--- src/hw/rtl/lkhc_pkg.sv ---
package lkhc_pkg;

  localparam int CACHE_DEPTH    = 64;
  localparam int KEY_BITS       = 64;
  localparam int IDX_W          = (CACHE_DEPTH > 1) ? $clog2(CACHE_DEPTH) : 1;
  localparam int CNT_W          = $clog2(CACHE_DEPTH + 1);
  localparam int KEY_W          = 64;
  localparam int STAMP_W        = 64;
  localparam int CFG_W          = 7;
  localparam int SLOT_W         = 6;
  localparam int OUTCOME_W      = 3;
  localparam int CACHE_SIZE_RST = 50;

  typedef enum logic [OUTCOME_W-1:0] {
    OC_CUR_HIT   = 3'd0,
    OC_TABLE_HIT = 3'd1,
    OC_FILLED    = 3'd2,
    OC_EVICTED   = 3'd3,
    OC_FLUSHED   = 3'd4
  } outcome_t;

  typedef enum logic {
    CMD_LOOKUP = 1'b0,
    CMD_FLUSH  = 1'b1
  } command_t;

  // search token handed from cell to cell
  typedef struct packed {
    logic               vld;
    logic               hit;
    logic [IDX_W-1:0]   hit_idx;
    logic               have_free;
    logic [IDX_W-1:0]   first_free;
    logic [STAMP_W-1:0] bound;
    logic [IDX_W-1:0]   oldest;
  } tok_t;

  // entry update broadcast to all cells
  typedef struct packed {
    logic                en;
    logic [IDX_W-1:0]    idx;
    logic                set_key;
    logic [KEY_BITS-1:0] key;
    logic [STAMP_W-1:0]  stamp;
  } wr_t;

  // growth limit: register saturated to 1..CACHE_DEPTH
  function automatic logic [CNT_W-1:0] size_limit(input logic [CFG_W-1:0] sz);
    logic [CFG_W+CNT_W-1:0] wide;
    wide = (CFG_W + CNT_W)'(sz);
    if (wide == '0) begin
      return CNT_W'(1);
    end else if (wide > (CFG_W + CNT_W)'(CACHE_DEPTH)) begin
      return CNT_W'(CACHE_DEPTH);
    end else begin
      return CNT_W'(wide);
    end
  endfunction

endpackage

--- src/hw/rtl/lkhc_cell.sv ---
module lkhc_cell (
  input  logic                            clk,
  input  logic                            rst_n,
  input  logic [lkhc_pkg::IDX_W-1:0]      cell_idx,
  input  logic [lkhc_pkg::CNT_W-1:0]      used,
  input  logic [lkhc_pkg::KEY_BITS-1:0]   key,
  input  lkhc_pkg::wr_t                   wr,
  input  logic                            flush,
  input  lkhc_pkg::tok_t                  tok_in,
  output lkhc_pkg::tok_t                  tok_out,
  output logic                            match
);
  import lkhc_pkg::*;

  logic                valid_r;
  logic [KEY_BITS-1:0] key_r;
  logic [STAMP_W-1:0]  stamp_r;
  tok_t                tok_r;
  tok_t                tok_nxt;
  logic                in_range;
  logic                sel;

  assign match    = valid_r && (key_r == key);
  assign in_range = CNT_W'(cell_idx) < used;
  assign sel      = wr.en && (wr.idx == cell_idx);
  assign tok_out  = tok_r;

  always_comb begin
    tok_nxt = tok_in;
    if (tok_in.vld && !tok_in.hit && in_range) begin
      if (!valid_r) begin
        if (!tok_in.have_free) begin
          tok_nxt.have_free  = 1'b1;
          tok_nxt.first_free = cell_idx;
        end
      end else if (match) begin
        tok_nxt.hit     = 1'b1;
        tok_nxt.hit_idx = cell_idx;
      end else if (stamp_r < tok_in.bound) begin
        tok_nxt.bound  = stamp_r;
        tok_nxt.oldest = cell_idx;
      end
    end
  end

  always_ff @(posedge clk) begin
    if (!rst_n) begin
      valid_r   <= 1'b0;
      tok_r.vld <= 1'b0;
    end else begin
      tok_r <= tok_nxt;
      if (flush) begin
        valid_r <= 1'b0;
      end else if (sel && wr.set_key) begin
        valid_r <= 1'b1;
      end
    end
  end

  always_ff @(posedge clk) begin
    if (sel) begin
      stamp_r <= wr.stamp;
      if (wr.set_key) begin
        key_r <= wr.key;
      end
    end
  end

endmodule

--- config.mk ---
export PLATFORM = sky130hd
export DESIGN_NAME = lkhc_cell
export DESIGN_NICKNAME = d
export VERILOG_FILES = /design/src/hw/rtl/lkhc_pkg.sv /design/src/hw/rtl/lkhc_cell.sv
export SDC_FILE = /design/constraint.sdc
export NUM_CORES = 1
export LEC_CHECK = 0
export BUFFER_PORTS_ARGS = -buffer_cell sky130_fd_sc_hd__buf_4
export CAP_MARGIN = 20
export CORE_ASPECT_RATIO = 0.75
export CORE_MARGIN = 10
export CORE_UTILIZATION = 30
export CTS_CLUSTER_SIZE = 12
export DETAILED_ROUTE_END_ITERATION = 12
export PLACE_DENSITY = 0.6
export SYNTH_ARGS = -nofsm -noshare
export SYNTH_HDL_FRONTEND = slang
export SYNTH_SLANG_ARGS = --single-unit
--- constraint.sdc ---
create_clock -name clk -period 9.9 [get_ports clk]
set_input_delay 0 -clock clk [delete_from_list [all_inputs] [get_ports clk]]
set_output_delay 0 -clock clk [all_outputs]
set_load 0.05 [all_outputs]
==> run summary <==
## Run status
* finished, final reports clean — outcome

## Min path
* 1 — hold path cells
* in -> reg — hold crit path type
* tok_out[57] — terminating pin of the worst hold path
* rst_n — hold path start

## Layout
* 38.9% — share of cells above drive strength 1
* sky130_fd_sc_hd__buf_4 — most common cell after layout, fill and taps aside
* 1763 — final cell count without fillers
* sky130_fd_sc_hd__buf_4 (390), sky130_fd_sc_hd__dlygate4sd3_1 (232), sky130_fd_sc_hd__edfxtp_1 (212) — most frequent cells in the layout
* 1661 — number of nets in the finished design
* 2893 — fill cell instance count of the final layout
* 16800 sq um — final design instance area without fill
* 63.5% — post-synthesis to final-layout area growth

## GRT
* 8594 — vias in the first global route
* 0 — gr ovfl total
* 52.6 mm — global-route wire length before repair
* 2 — number of antenna violations at the first check in global routing
* 66 — largest net degree at the start of global routing
* 16.4% — combined global-route utilization of all metal layers

## Logic synthesis
* 62.1% — area fraction of the dominant cell type after synthesis
* 1019 — number of nets produced by synthesis
* 214 — number of synthesized register bits
* sky130_fd_sc_hd__edfxtp_1 (62%), sky130_fd_sc_hd__mux2_4 (10%), sky130_fd_sc_hd__ha_1 (8.3%), sky130_fd_sc_hd__xor2_1 (5.7%), sky130_fd_sc_hd__inv_1 (2.7%) — cells taking the most area after synthesis
* 15.8 sq um — Avg Cell Area, Syn
* sky130_fd_sc_hd__edfxtp_1 — primary flip-flop cell chosen by synthesis mapping
* 212 — number of flops mapped to enable cells by yosys
* 62.5% — register area share after synthesis
* sky130_fd_sc_hd__edfxtp_1 — post-synthesis cell type with the largest combined area
* 0% — share of synthesized flip-flops with an asynchronous set or reset
* 650 — Mapped Cells
* 40 — number of distinct library cells after synthesis
* 10300 sq um — Synth Cell Area
* 0 — Yosys warnings

## Worst setup path
* flip-flop — Worst setup EP type
* 42 — biggest fanout along the worst timing path
* reg -> reg — worst setup path class
* flip-flop — startpoint type of the worst setup path
* 11 — R2R depth
* 4830 ps — Data arrival, critical path
* 10180 ps — Req. time, crit path
* stamp_r[49] — worst r2r src
* 5350 ps — reg2reg setup slack
* tok_out[1] — reg2reg end

## STA
* 0 — number of pins with negative max-slew slack in the final report
* 991 ps — Tightest Pin Transition
* 0 — Hold Fails Final Rpt
* 8.21 ps — Fin Clk Skew
* 46.0% — portion of the clock cycle consumed by the worst path in the final layout
* 5350 ps — post-route setup slack
* 0 — number of failing setup endpoints in the final timing report
* false — setup repair after global routing missed its margin
* 0 ps — Setup Total Neg Slack
* 4550 ps — Tmin final
* 33.9% — worst slew slack as a fraction of its limit
* 220 MHz — highest attainable clock frequency

## Placement
* 0.819 — global placement routability congestion
* 5920 ps — Worst Setup Slack post-DPL
* 13700 sq um — placed cell areas
* 386 — Buffers on Ports
* 26.5 mm — sum of net half-perimeters after detailed placement
* 1483 — number of placed instances, taps included

## Drt
* 20.3 microns — average wire per standard cell
* 4.47 — Via density
* 7883 — total via count in the routed design
* 0 — Remaining DRCs
* 0 — Antenna Violating Nets Remaining
* 305 — count of routing violations after the opening detailed-route iteration
* 35.8 mm — WL final
* 5 — number of iterations in the first detailed-routing pass

## CTS
* 60 ps — Reg clk slew, reported paths
* done — TritonCTS clock tree
* 25 — cts bufs inserted
* 3 — maximum number of buffers from clock root to sink
* 214 — number of sinks handled by clock tree synthesis
* 0 — Resized Gates After CTS
* sky130_fd_sc_hd__clkbuf_16 — CTS Root Cell
* 0 — number of setup buffers added after CTS
* 530 ps — worst-skew pair later-pin latency
* 1 — H-tree depth reported by CTS
* 232 — cts hold-fix bufs

## Die
* 42100 sq um — DIE AREA
* 30.5% — Starting Density
* 387 — number of primary I/O pins
* 180 microns — Die Ht
* 33600 sq um — Core ar.
* 234 microns — die outline width
* 58 — number of rows created at floorplan

## Power and ir drop
* 140 nW/um^2 — PD cells
* 7.37 nW — P_leak
* 2.34 mW — overall power of the completed layout
* 0.0769 mV — VDD IR max

## Job
* 0 — Max Cap Violations

==> metrics by stage <==
stage          hold WS [ps]  utilization [%]
4_1_cts                29.7             49.9
3_5_place_dp            168             40.8
2_1_floorplan          76.1                -
3_3_place_gp            166             40.7
6_report               24.1             49.9
5_1_grt                52.7             49.9
==> state kept, by name (all words and copies together) (netlist names) <==
name and flops:
valid_r 1, stamp_r 64, key_r 64, tok_out 85
==> layout make-up <==
type / instances / area (sq um) / area share [%]
diodes: 2 / 5.00 / 0.0298
clock buffers: 35 / 663 / 3.95
clock inverters: 11 / 80.1 / 0.477
inverters: 74 / 278 / 1.66
multi-input cells: 354 / 3500 / 20.9
flip-flops and latches: 214 / 6410 / 38.2
well taps: 450 / 563 / 3.36
repair buffers: 623 / 5280 / 31.5
==> where the power goes <==
group | leakage, nW | internal [mW] | switching, mW
logic | 5.02 | 0.217 | 0.210
clock network | 0.360 | 0.493 | 0.375
registers | 1.99 | 1.03 | 0.0122
==> kinds of logic after synthesis <==
logic type | synth area share [%]
fa+ha+maj | 8.29
flops | 62.5
buf+inv | 3.51
mux | 11.6
compound gates | 3.81
simple gates | 4.39
xor+xnor | 5.98
==> routing by layer <==
layer	track usage [%]	vias to the layer above	share of wire [%]
met5	0	-	0
met4	5.95	0	3.5
met2	29.3	305	51
met1	18.9	3789	38
met3	3.67	63	6.7
li1	-	3726	-
==> synth_stat cells (all sizes together) (2+ instances only) <==
library cell	n
a21o	8
nand4	18
a211oi	2
inv	74
nor3b	2
nand3	6
a31oi	2
xor2	67
xnor2	3
mux2	82
a21oi	22
nor2	5
buf	7
edfxtp	212
nor2b	2
a2111oi	2
and2	4
nor4	21
o21ai	11
dfxtp	2
nand2b	3
ha	68
o21a	3
nand2	9
a211o	3
==> worst max-delay path: stages (launching register included) <==
cell	delay (ps)
sky130_fd_sc_hd__edfxtp_1	390
sky130_fd_sc_hd__ha_1	310
sky130_fd_sc_hd__a21o_1	180
sky130_fd_sc_hd__a21o_1	170
sky130_fd_sc_hd__a2111oi_0	750
sky130_fd_sc_hd__nor4_1	280
sky130_fd_sc_hd__nor4b_4	320
sky130_fd_sc_hd__nand3_4	330
sky130_fd_sc_hd__buf_4	390
sky130_fd_sc_hd__buf_16	270
sky130_fd_sc_hd__mux2_4	330
sky130_fd_sc_hd__dlygate4sd3_1	560
==> how the worst max path moves through the flow <==
stage           startpoint          end  slack [ps]  cells past startpoint
4_1_cts        stamp_r[49]   tok_out[5]        5360                     11
2_1_floorplan  cell_idx[5]     key_r[0]        1060                      3
6_report       stamp_r[49]   tok_out[1]        5350                     11
5_1_grt        stamp_r[49]   tok_out[4]        5210                     11
3_3_place_gp   stamp_r[31]  tok_out[37]        5680                      9
3_5_place_dp   stamp_r[49]  tok_out[34]        5920                     10
Note: power is estimated with default switching activity, not from simulation.
