===== config.mk =====
export PLATFORM = sky130hd
export DESIGN_NAME = lkhc_ctrl
export DESIGN_NICKNAME = d
export VERILOG_FILES = /design/src/hw/rtl/lkhc_pkg.sv /design/src/hw/rtl/lkhc_ctrl.sv
export SDC_FILE = /design/constraint.sdc
export NUM_CORES = 1
export LEC_CHECK = 0
export BUFFER_PORTS_ARGS = -buffer_cell sky130_fd_sc_hd__buf_2
export CAP_MARGIN = 20
export CELL_PAD_IN_SITES_DETAIL_PLACEMENT = 1
export CELL_PAD_IN_SITES_GLOBAL_PLACEMENT = 1
export CORE_AREA = 4 4 202 204
export CTS_CLUSTER_DIAMETER = 30
export DETAILED_ROUTE_END_ITERATION = 7
export DIE_AREA = 0 0 206 208
export GPL_TIMING_DRIVEN = 0
export PLACE_DENSITY_LB_ADDON = 0.1
export SYNTH_ARGS = -nofsm -noshare
export SYNTH_HDL_FRONTEND = slang
export SYNTH_SLANG_ARGS = --single-unit

===== constraint.sdc =====
create_clock -name clk -period 17 [get_ports clk]
set_input_delay 3.4 -clock clk [delete_from_list [all_inputs] [get_ports clk]]
set_output_delay 3.4 -clock clk [all_outputs]
set_load 0.02 [all_outputs]

===== src/hw/rtl/lkhc_pkg.sv =====
package lkhc_pkg;

  localparam int CACHE_DEPTH    = 64;
  localparam int KEY_BITS       = 64;
  localparam int IDX_W          = (CACHE_DEPTH > 1) ? $clog2(CACHE_DEPTH) : 1;
  localparam int CNT_W          = $clog2(CACHE_DEPTH + 1);
  localparam int KEY_W          = 64;
  localparam int STAMP_W        = 64;
  localparam int CFG_W          = 7;
  localparam int SLOT_W         = 6;
  localparam int OUTCOME_W      = 3;
  localparam int CACHE_SIZE_RST = 50;

  typedef enum logic [OUTCOME_W-1:0] {
    OC_CUR_HIT   = 3'd0,
    OC_TABLE_HIT = 3'd1,
    OC_FILLED    = 3'd2,
    OC_EVICTED   = 3'd3,
    OC_FLUSHED   = 3'd4
  } outcome_t;

  typedef enum logic {
    CMD_LOOKUP = 1'b0,
    CMD_FLUSH  = 1'b1
  } command_t;

  // search token handed from cell to cell
  typedef struct packed {
    logic               vld;
    logic               hit;
    logic [IDX_W-1:0]   hit_idx;
    logic               have_free;
    logic [IDX_W-1:0]   first_free;
    logic [STAMP_W-1:0] bound;
    logic [IDX_W-1:0]   oldest;
  } tok_t;

  // entry update broadcast to all cells
  typedef struct packed {
    logic                en;
    logic [IDX_W-1:0]    idx;
    logic                set_key;
    logic [KEY_BITS-1:0] key;
    logic [STAMP_W-1:0]  stamp;
  } wr_t;

  // growth limit: register saturated to 1..CACHE_DEPTH
  function automatic logic [CNT_W-1:0] size_limit(input logic [CFG_W-1:0] sz);
    logic [CFG_W+CNT_W-1:0] wide;
    wide = (CFG_W + CNT_W)'(sz);
    if (wide == '0) begin
      return CNT_W'(1);
    end else if (wide > (CFG_W + CNT_W)'(CACHE_DEPTH)) begin
      return CNT_W'(CACHE_DEPTH);
    end else begin
      return CNT_W'(wide);
    end
  endfunction

endpackage


===== src/hw/rtl/lkhc_ctrl.sv =====
module lkhc_ctrl (
  input  logic                              clk,
  input  logic                              rst_n,
  input  logic                              in_valid,
  output logic                              in_stall,
  input  logic                              in_command,
  input  logic [lkhc_pkg::KEY_W-1:0]        in_lookup_key,
  output logic                              out_valid,
  input  logic                              out_stall,
  output logic [lkhc_pkg::OUTCOME_W-1:0]    out_outcome,
  output logic [lkhc_pkg::SLOT_W-1:0]       out_slot,
  input  logic                              cfg_valid,
  output logic                              cfg_ready,
  input  logic [lkhc_pkg::CFG_W-1:0]        cfg_cache_size,
  input  logic [lkhc_pkg::CACHE_DEPTH-1:0]  hit_vec,
  input  lkhc_pkg::tok_t                    tok_return,
  output lkhc_pkg::tok_t                    tok_launch,
  output lkhc_pkg::wr_t                     wr,
  output logic                              flush,
  output logic [lkhc_pkg::KEY_BITS-1:0]     key,
  output logic [lkhc_pkg::CNT_W-1:0]        used
);
  import lkhc_pkg::*;

  typedef enum logic [1:0] {
    ST_IDLE,
    ST_CUR,
    ST_WALK,
    ST_DONE
  } state_t;

  state_t              state_r;
  logic [CFG_W-1:0]    size_r;
  logic [CNT_W-1:0]    used_r;
  logic                cur_valid_r;
  logic [IDX_W-1:0]    cur_slot_r;
  logic [STAMP_W-1:0]  clock_r;
  logic [KEY_BITS-1:0] key_r;
  tok_t                tok0_r;
  wr_t                 wr_r;
  logic                flush_r;
  outcome_t            res_oc_r;
  logic [SLOT_W-1:0]   res_slot_r;
  logic                out_valid_r;
  outcome_t            out_outcome_r;
  logic [SLOT_W-1:0]   out_slot_r;

  logic [CNT_W-1:0]    limit;
  logic                grow;
  logic [IDX_W-1:0]    target;
  outcome_t            fill_oc;
  logic                cur_hit;
  logic [STAMP_W-1:0]  clock_inc;

  assign in_stall    = (state_r != ST_IDLE);
  assign cfg_ready   = 1'b1;
  assign out_valid   = out_valid_r;
  assign out_outcome = out_outcome_r;
  assign out_slot    = out_slot_r;
  assign tok_launch  = tok0_r;
  assign wr          = wr_r;
  assign flush       = flush_r;
  assign key         = key_r;
  assign used        = used_r;

  assign cur_hit   = cur_valid_r && hit_vec[cur_slot_r];
  assign clock_inc = clock_r + STAMP_W'(1);

  always_comb begin
    limit = size_limit(size_r);
    grow  = !tok_return.have_free && (used_r < limit);
    if (tok_return.have_free) begin
      target = tok_return.first_free;
    end else if (grow) begin
      target = IDX_W'(used_r);
    end else begin
      target = tok_return.oldest;
    end
    fill_oc = (tok_return.have_free || grow) ? OC_FILLED : OC_EVICTED;
  end

  always_ff @(posedge clk) begin
    if (!rst_n) begin
      state_r     <= ST_IDLE;
      size_r      <= CFG_W'(CACHE_SIZE_RST);
      used_r      <= '0;
      cur_valid_r <= 1'b0;
      cur_slot_r  <= '0;
      clock_r     <= '0;
      tok0_r.vld  <= 1'b0;
      wr_r.en     <= 1'b0;
      flush_r     <= 1'b0;
      out_valid_r <= 1'b0;
    end else begin
      tok0_r.vld <= 1'b0;
      wr_r.en    <= 1'b0;
      flush_r    <= 1'b0;
      if (cfg_valid) begin
        size_r <= cfg_cache_size;
      end
      if (out_valid_r && !out_stall) begin
        out_valid_r <= 1'b0;
      end
      unique case (state_r)
        ST_IDLE: begin
          if (in_valid) begin
            key_r <= KEY_BITS'(in_lookup_key);
            if (in_command == CMD_FLUSH) begin
              flush_r     <= 1'b1;
              cur_valid_r <= 1'b0;
              res_oc_r    <= OC_FLUSHED;
              res_slot_r  <= '0;
              state_r     <= ST_DONE;
            end else begin
              state_r <= ST_CUR;
            end
          end
        end
        ST_CUR: begin
          clock_r <= clock_inc;
          if (cur_hit) begin
            wr_r.en      <= 1'b1;
            wr_r.idx     <= cur_slot_r;
            wr_r.set_key <= 1'b0;
            wr_r.stamp   <= clock_inc;
            res_oc_r     <= OC_CUR_HIT;
            res_slot_r   <= SLOT_W'(cur_slot_r);
            state_r      <= ST_DONE;
          end else begin
            // bound starts at the advanced clock
            tok0_r.vld        <= 1'b1;
            tok0_r.hit        <= 1'b0;
            tok0_r.hit_idx    <= '0;
            tok0_r.have_free  <= 1'b0;
            tok0_r.first_free <= '0;
            tok0_r.bound      <= clock_inc;
            tok0_r.oldest     <= '0;
            cur_valid_r       <= 1'b0;
            state_r           <= ST_WALK;
          end
        end
        ST_WALK: begin
          if (tok_return.vld) begin
            clock_r      <= clock_inc;
            wr_r.en      <= 1'b1;
            wr_r.stamp   <= clock_inc;
            wr_r.key     <= key_r;
            cur_valid_r  <= 1'b1;
            state_r      <= ST_DONE;
            if (tok_return.hit) begin
              wr_r.idx     <= tok_return.hit_idx;
              wr_r.set_key <= 1'b0;
              cur_slot_r   <= tok_return.hit_idx;
              res_oc_r     <= OC_TABLE_HIT;
              res_slot_r   <= SLOT_W'(tok_return.hit_idx);
            end else begin
              wr_r.idx     <= target;
              wr_r.set_key <= 1'b1;
              cur_slot_r   <= target;
              res_oc_r     <= fill_oc;
              res_slot_r   <= SLOT_W'(target);
              if (grow) begin
                used_r <= used_r + CNT_W'(1);
              end
            end
          end
        end
        ST_DONE: begin
          if (!out_valid_r || !out_stall) begin
            out_valid_r   <= 1'b1;
            out_outcome_r <= res_oc_r;
            out_slot_r    <= res_slot_r;
            state_r       <= ST_IDLE;
          end
        end
        default: state_r <= ST_IDLE;
      endcase
    end
  end

endmodule


==> results.toml, run 1 <==
[run_status]
run_status = "finished, final reports clean"

[pwr]
ir_drop_uv = 134
p_per_area_nw_per_um2 = 161
switching_power_mw = 0.990
power_frac_seq_pct = 32.6
clockPowerShare_pct = 52.9
switching_share_pct = 28.2
power_frac_comb_pct = 14.5
p_leak_nw = 8.73
internal_power_mw = 2.52

[drt]
routed_via_density = 4.96
wl_um = 49500
wl_per_cell_um = 21.2
first_pass_iters = 7
drcViolationCount = 0
dr_total_vias = 11600
ant_nets = 0
drtIter0Drc = 446

[yosys]
synth_edf_count = 281
ys_seq_area_share_pct = 67.0
ys_ff_latch = 372
async_flop_share_pct = 0
ys_warn_count = 0
netlist-cell-type-count = 58
syn-mean-instance-area_um2 = 13.1
synthFlopType = "edfxtp_1"
synth_area_um2 = 15300
syn_inst = 1168

[clocking]
path_clk_slew_ns = 0.05
post_cts_buffers = 0
tritoncts = "done"
cts_root_buf = "clkbuf_16"
clkSinkCount = 372
cts_resized = 0
htreeDepth = 3
clk_latency_ns = 0.64
clk_path_buf_depth = 3
holdBufCountCts = 0
cts_buffers = 91

[final_layout]
area_growth_pct = 42.4
drive_above_1_share_pct = 37.2
final_util_pct = 55.5
nNetsFinal = 1969
fill_cells = 4125

[sta]
worst_pin_slew_ns = 0.984
hold_violations = 0
finClkSkew_ns = 0.0424
finalSetupTns_ns = 0
fin_crit_ns = 5.59
fin_ws_ns = 11.41
drv_slew = 0
fmax_mhz = 179
rsz0062_at_grt = "no"
setup_viol_count_final = 0
finalCritPeriodShare_pct = 32.9
slew_headroom_pct = 34.0

[global_routing]
track_usage_pct = 22.4
antenna_found_initial = 2
globalRoute.totalOverflow = 0
grt_pass1_wl_um = 74200
first_global_vias = 12400
grt_max_degree = 66

[placed_design]
gp_congestion = 0.821
port_buffers = 443
place_hpwl_um = 35800
pre_cts_ws_ns = 10.79

[setup_path]
cp.buffers_inverters = 6
end_kind = "register"
cp_max_fo = 16
slowest_delay_ns = 0.60
required_ns = 17.35
path_cells = "buf_2 > nand2_1 > o21a_1 > clkbuf_1 > clkbuf_1 > a211oi_4 > buf_16 > buf_8 > buf_8"
start_kind = "primary input"
cp_top_family = "buffers and inverters"
slowest_stage = "clkbuf_1"
critPathKind = "in -> reg"
crit_arrival_ns = 5.94

[floorplanning]
die_h_um = 208
dieWidth_um = 206
start_util_pct = 39.0
ios = 531
dieArea_um2 = 42800
core.rowCount = 73
core_area_um2 = 39300

[worst_hold_path]
min_path_type = "reg -> reg"

[flow_run]
max_cap_viol_count = 0
state kept, by name (all words and copies together) (netlist names), 2 cells and up:
signal,count
key,64
state_r,2
wr,136
res_oc_r,3
tok_launch,65
out_slot,6
out_outcome,3
clock_r,64
size_r,7
cur_slot_r,6
res_slot_r,6
used,7
cell families after synthesis:
logic type      share of synthesized area, %
mux                                     3.60
buf+inv                                 2.86
simple gates                            14.4
fa+ha+maj                              0.981
compound gates                          4.76
xor+xnor                                6.34
other cells                           0.0491
flops                                   67.0
synthesized netlist by cell type (14+ instances only):
cell type	n	share of area [%]
or3_1	23	0.94
nand4_1	25	1.0
inv_1	24	0.59
mux2i_1	19	1.2
xor2_1	50	2.9
buf_4	21	1.0
dfxtp_1	91	12
clkbuf_1	38	0.93
xnor2_1	59	3.4
nand2_1	82	2.0
nand3_1	32	1.0
a21oi_1	44	1.4
nor2_1	106	2.6
nor3_1	30	0.98
nor4_1	17	0.69
mux4_2	15	2.2
edfxtp_1	281	55
and2_1	67	2.7
and3_1	14	0.57
o21ai_0	33	1.1
cell type report:
type	instances	area, µm²	area share, %
timing repair buffer	451	2370	10.9
clock inverter	61	911	4.18
inverter	27	101	0.465
tap	525	657	3.01
antenna	1	2.50	0.0115
buffer	67	337	1.54
multi-input combinational	721	4710	21.6
sequential	372	10300	47.1
clock buffer	110	2450	11.2
worst paths after layout:
kind,startpoint,to,slack [ns],cells past startpoint
max,tok_return[84],wr[45]$_DFFE_PP_,11.41,9
min,key[44]$_DFFE_PP_,wr[108]$_DFFE_PP_,0.41,0
max reg2reg,cur_slot_r[2]$_SDFFE_PN0P_,res_oc_r[0]$_DFFE_PP_,13.52,9
min reg2reg,key[44]$_DFFE_PP_,wr[108]$_DFFE_PP_,0.41,0
per-layer routing:
| metal | wire (µm) | up-vias | part of all wire [%] | global-route usage (%) |
|---|---|---|---|---|
| met5 | 0 | - | 0 | 0 |
| met4 | 1070 | 0 | 2.2 | 7.02 |
| met3 | 3990 | 66 | 8.1 | 6.70 |
| met2 | 24600 | 419 | 50 | 38.6 |
| met1 | 19900 | 5707 | 40 | 27.1 |
| li1 | - | 5387 | - | - |
metrics by stage:
step / cells / instance area (µm²) / power [mW] / hold WS (ns)
6_report: 2335 / 21800 / 3.51 / 0.414
5_1_grt: 2335 / 21800 / 3.65 / 0.416
4_1_cts: 2334 / 21800 / 3.55 / 0.408
3_5_place_dp: 2163 / 18400 / 1.68 / 0.410
3_3_place_gp: 2155 / 18300 / 1.66 / 0.407
2_1_floorplan: 1187 / 15400 / 1.45 / 0.400
cells in the final DEF (no fill, tap or decap), types with 33 or more instances in the layout:
cell / count
a21oi_1: 44
and2_1: 67
buf_2: 448
clkbuf_1: 47
clkbuf_16: 91
dfxtp_1: 91
edfxtp_1: 281
nand2_1: 82
nor2_1: 105
o21ai_0: 33
xnor2_1: 59
xor2_1: 50
power by group through the flow:
| stage | Sequential, mW | Combinational (mW) | Clock, mW |
|---|---|---|---|
| final | 1.14 | 0.510 | 1.86 |
| after global routing | 1.15 | 0.550 | 1.94 |
| after CTS | 1.14 | 0.521 | 1.89 |
| after detailed placement | 1.16 | 0.517 | 0 |
| after global placement | 1.18 | 0.486 | 0 |
| after floorplan | 1.26 | 0.187 | 0 |
worst register-to-register path, cell delays in order, from the launching register on:
cell      delay (ns)
dfxtp_1         0.31
clkbuf_1        0.31
clkbuf_1        0.47
mux4_2          0.31
mux2i_1         0.07
nand3_1         0.08
o21ai_0         0.10
o22a_1          0.34
clkbuf_1        0.30
a21oi_1         0.81
Note: power is estimated with default switching activity, not from simulation.
==> run 2, diff against run 1 <==
--- a/config.mk
+++ b/config.mk
@@ -5,14 +5,15 @@
 export SDC_FILE = /design/constraint.sdc
 export NUM_CORES = 1
 export LEC_CHECK = 0
+export ABC_AREA = 1
 export BUFFER_PORTS_ARGS = -buffer_cell sky130_fd_sc_hd__buf_2
 export CAP_MARGIN = 20
 export CELL_PAD_IN_SITES_DETAIL_PLACEMENT = 1
 export CELL_PAD_IN_SITES_GLOBAL_PLACEMENT = 1
-export CORE_AREA = 4 4 202 204
+export CORE_MARGIN = 4
+export CORE_UTILIZATION = 38
 export CTS_CLUSTER_DIAMETER = 30
 export DETAILED_ROUTE_END_ITERATION = 7
-export DIE_AREA = 0 0 206 208
 export GPL_TIMING_DRIVEN = 0
 export PLACE_DENSITY_LB_ADDON = 0.1
 export SYNTH_ARGS = -nofsm -noshare
==> constraint.sdc (replaced) <==
create_clock -name clk -period 5.2 [get_ports clk]
set_input_delay 1.04 -clock clk [delete_from_list [all_inputs] [get_ports clk]]
set_output_delay 1.04 -clock clk [all_outputs]
set_load 0.02 [all_outputs]
==> run 2 against run 1 <==
Synthesized area rose by 2.2%; cell count grew 13%; largest cell class unchanged; sequential cell count unchanged; critical path depth is 6 higher; non-clock buffer count stayed put; clock skew shrank 0.026 ns.
==> results.toml, run 2 <==
[run_status]
run_status = "finished, final reports clean"

[setup_path]
end_kind = "register"
required_ns = 5.47
crit_arrival_ns = 3.60
start_kind = "register"
path_cells = "buf_2 > clkinv_1 > buf_2 > nand3_1 > nand3_1 > nand2_1 > nand2_1 > nand3_1 > nand3_1 > nand2_1 > nand2_1 > nand2_1 > nand2_1 > nor2_4 > buf_12"
slowest_stage = "nor2_4"
cp_max_fo = 29
crit_top_cell = "nand2_1"
slowest_delay_ns = 0.59
critPathKind = "reg -> reg"
rrSetupSlack_ns = 1.87

[placed_design]
place_hpwl_um = 43500
gp_congestion = 0.877
port_buffers = 443

[yosys]
syn-mean-instance-area_um2 = 10.6
synth_area_um2 = 15600
ys_warn_count = 0
syn_inst = 1472
synth_edf_count = 281
synthFlopType = "edfxtp_1"
yosysTopAreaCell = "edfxtp_1"
synth.top_cells.by_area = "edfxtp_1 54%, dfxtp_1 12%, nand2_1 6.7%, inv_1 4.9%, nor2_1 3.1%"
ys_top_cells_by_count = "281 x edfxtp_1, 281 x nand2_1, 204 x inv_1"
ys_seq_area_share_pct = 65.6
async_flop_share_pct = 0
ys_ff_latch = 372
netlist-cell-type-count = 41
synth_top_area_share_pct = 53.9

[final_layout]
mostFrequentLayoutCell = "buf_2"
nNetsFinal = 2272
area_growth_pct = 40.7
drive_above_1_share_pct = 32.1
mostFrequentLayoutCells = "452 x buf_2, 281 x nand2_1, 281 x edfxtp_1"
final_util_pct = 54.0
largest_reg_flops = 136

[drt]
first_pass_iters = 4
wl_per_cell_um = 21.8
wl_um = 57600
dr_total_vias = 12900
drcViolationCount = 0
ant_nets = 0
routed_via_density = 4.90
drtIter0Drc = 653

[clocking]
holdBufCountCts = 0
tritoncts = "done"
cts_resized = 0
post_cts_buffers = 0
cts_buffers = 88
htreeDepth = 3
clkSinkCount = 372
clk_path_buf_depth = 3
cts_root_buf = "clkbuf_16"
clk_latency_ns = 0.59
path_clk_slew_ns = 0.04

[pwr]
ir_drop_uv = 397
switching_share_pct = 32.9
internal_power_mw = 9.08
p_per_area_nw_per_um2 = 614
power_frac_comb_pct = 23.3
power.total_mw = 13.5
p_leak_nw = 9.83
power_frac_seq_pct = 33.2
clockPowerShare_pct = 43.5
switching_power_mw = 4.44

[worst_hold_path]
min_path_type = "reg -> reg"

[floorplanning]
start_util_pct = 38.4
ios = 531
dieArea_um2 = 44500
core.rowCount = 74
core_area_um2 = 40700
die_h_um = 211
dieWidth_um = 211

[sta]
worst_pin_slew_ns = 0.953
holdWs_ns = 0.417
slew_headroom_pct = 36.5
fin_crit_ns = 3.33
finClkSkew_ns = 0.0168
rsz0062_at_grt = "no"
hold_violations = 0
fmax_mhz = 300
setup_viol_count_final = 0
finalCritPeriodShare_pct = 64.1
drv_slew = 0

[global_routing]
grt_max_degree = 31
track_usage_pct = 25.0
globalRoute.totalOverflow = 0
first_global_vias = 13800
grt_pass1_wl_um = 84900
antenna_found_initial = 8

[flow_run]
max_cap_viol_count = 0
run 2: metal layers:
layer,vias to the layer above,wire length [µm],part of all wire [%],global-route usage [%]
li1,6053,-,-,-
met1,6341,21800,38,27.9
met2,386,29600,51,44.9
met3,142,3620,6.3,6.52
met4,12,2610,4.5,11.3
met5,-,93,0.16,0
run 2: power groups by stage:
stage | sequential, mW | combinational, mW | clock [mW]
3_5_place_dp | 4.52 | 3.17 | 0
4_1_cts | 4.49 | 3.22 | 5.97
5_1_grt | 4.56 | 3.51 | 6.14
6_report | 4.49 | 3.16 | 5.88
2_1_floorplan | 4.86 | 1.53 | 0
3_3_place_gp | 4.56 | 3.01 | 0
run 2: final timing paths:
| kind | depth (start not counted) | to | from |
|---|---|---|---|
| worst min-delay path | 0 | out_slot[3]$_DFFE_PP_ | res_slot_r[3]$_DFFE_PP_ |
| worst max register to register | 15 | wr[33]$_DFFE_PP_ | cur_slot_r[1]$_SDFFE_PN0P_ |
| worst max-delay path | 15 | wr[33]$_DFFE_PP_ | cur_slot_r[1]$_SDFFE_PN0P_ |
| worst min register to register | 0 | out_slot[3]$_DFFE_PP_ | res_slot_r[3]$_DFFE_PP_ |
run 2: worst max-delay path: cells and delay by family (launching register included):
family / cells / cell delay, ns
buffers and inverters: 4 / 1.06
and+or+nand+nor: 11 / 1.61
DFF: 1 / 0.29
run 2: layout make-up:
| cell class | instances | area [µm²] |
|---|---|---|
| Sequential cell | 372 | 10300 |
| Multi-Input combinational cell | 841 | 4360 |
| Tap cell | 532 | 666 |
| Clock buffer | 104 | 2350 |
| Clock inverter | 59 | 835 |
| Inverter | 213 | 800 |
| Fill cell | 4544 | 18700 |
| Antenna cell | 2 | 5.00 |
| Buffer | 65 | 333 |
| Timing Repair Buffer | 453 | 2400 |
run 2: cells by family after synthesis:
family | after synthesis | synth area share [%]
xor+xnor | 47 | 2.73
fa+ha+maj | 12 | 0.960
simple gates | 607 | 17.7
buf+inv | 278 | 7.24
other cells | 2 | 0.0480
flops | 372 | 65.6
compound gates | 154 | 5.77
run 2: through the flow:
step           setup WS, ns  TNS, ns  instance area [µm²]  std cells
6_report               1.87        0                22000       2641
4_1_cts                1.83        0                22000       2638
3_5_place_dp           1.21        0                18800       2475
3_3_place_gp          -2.21  -416.89                18600       2466
5_1_grt                1.55        0                22000       2640
2_1_floorplan         0.319        0                15700       1491
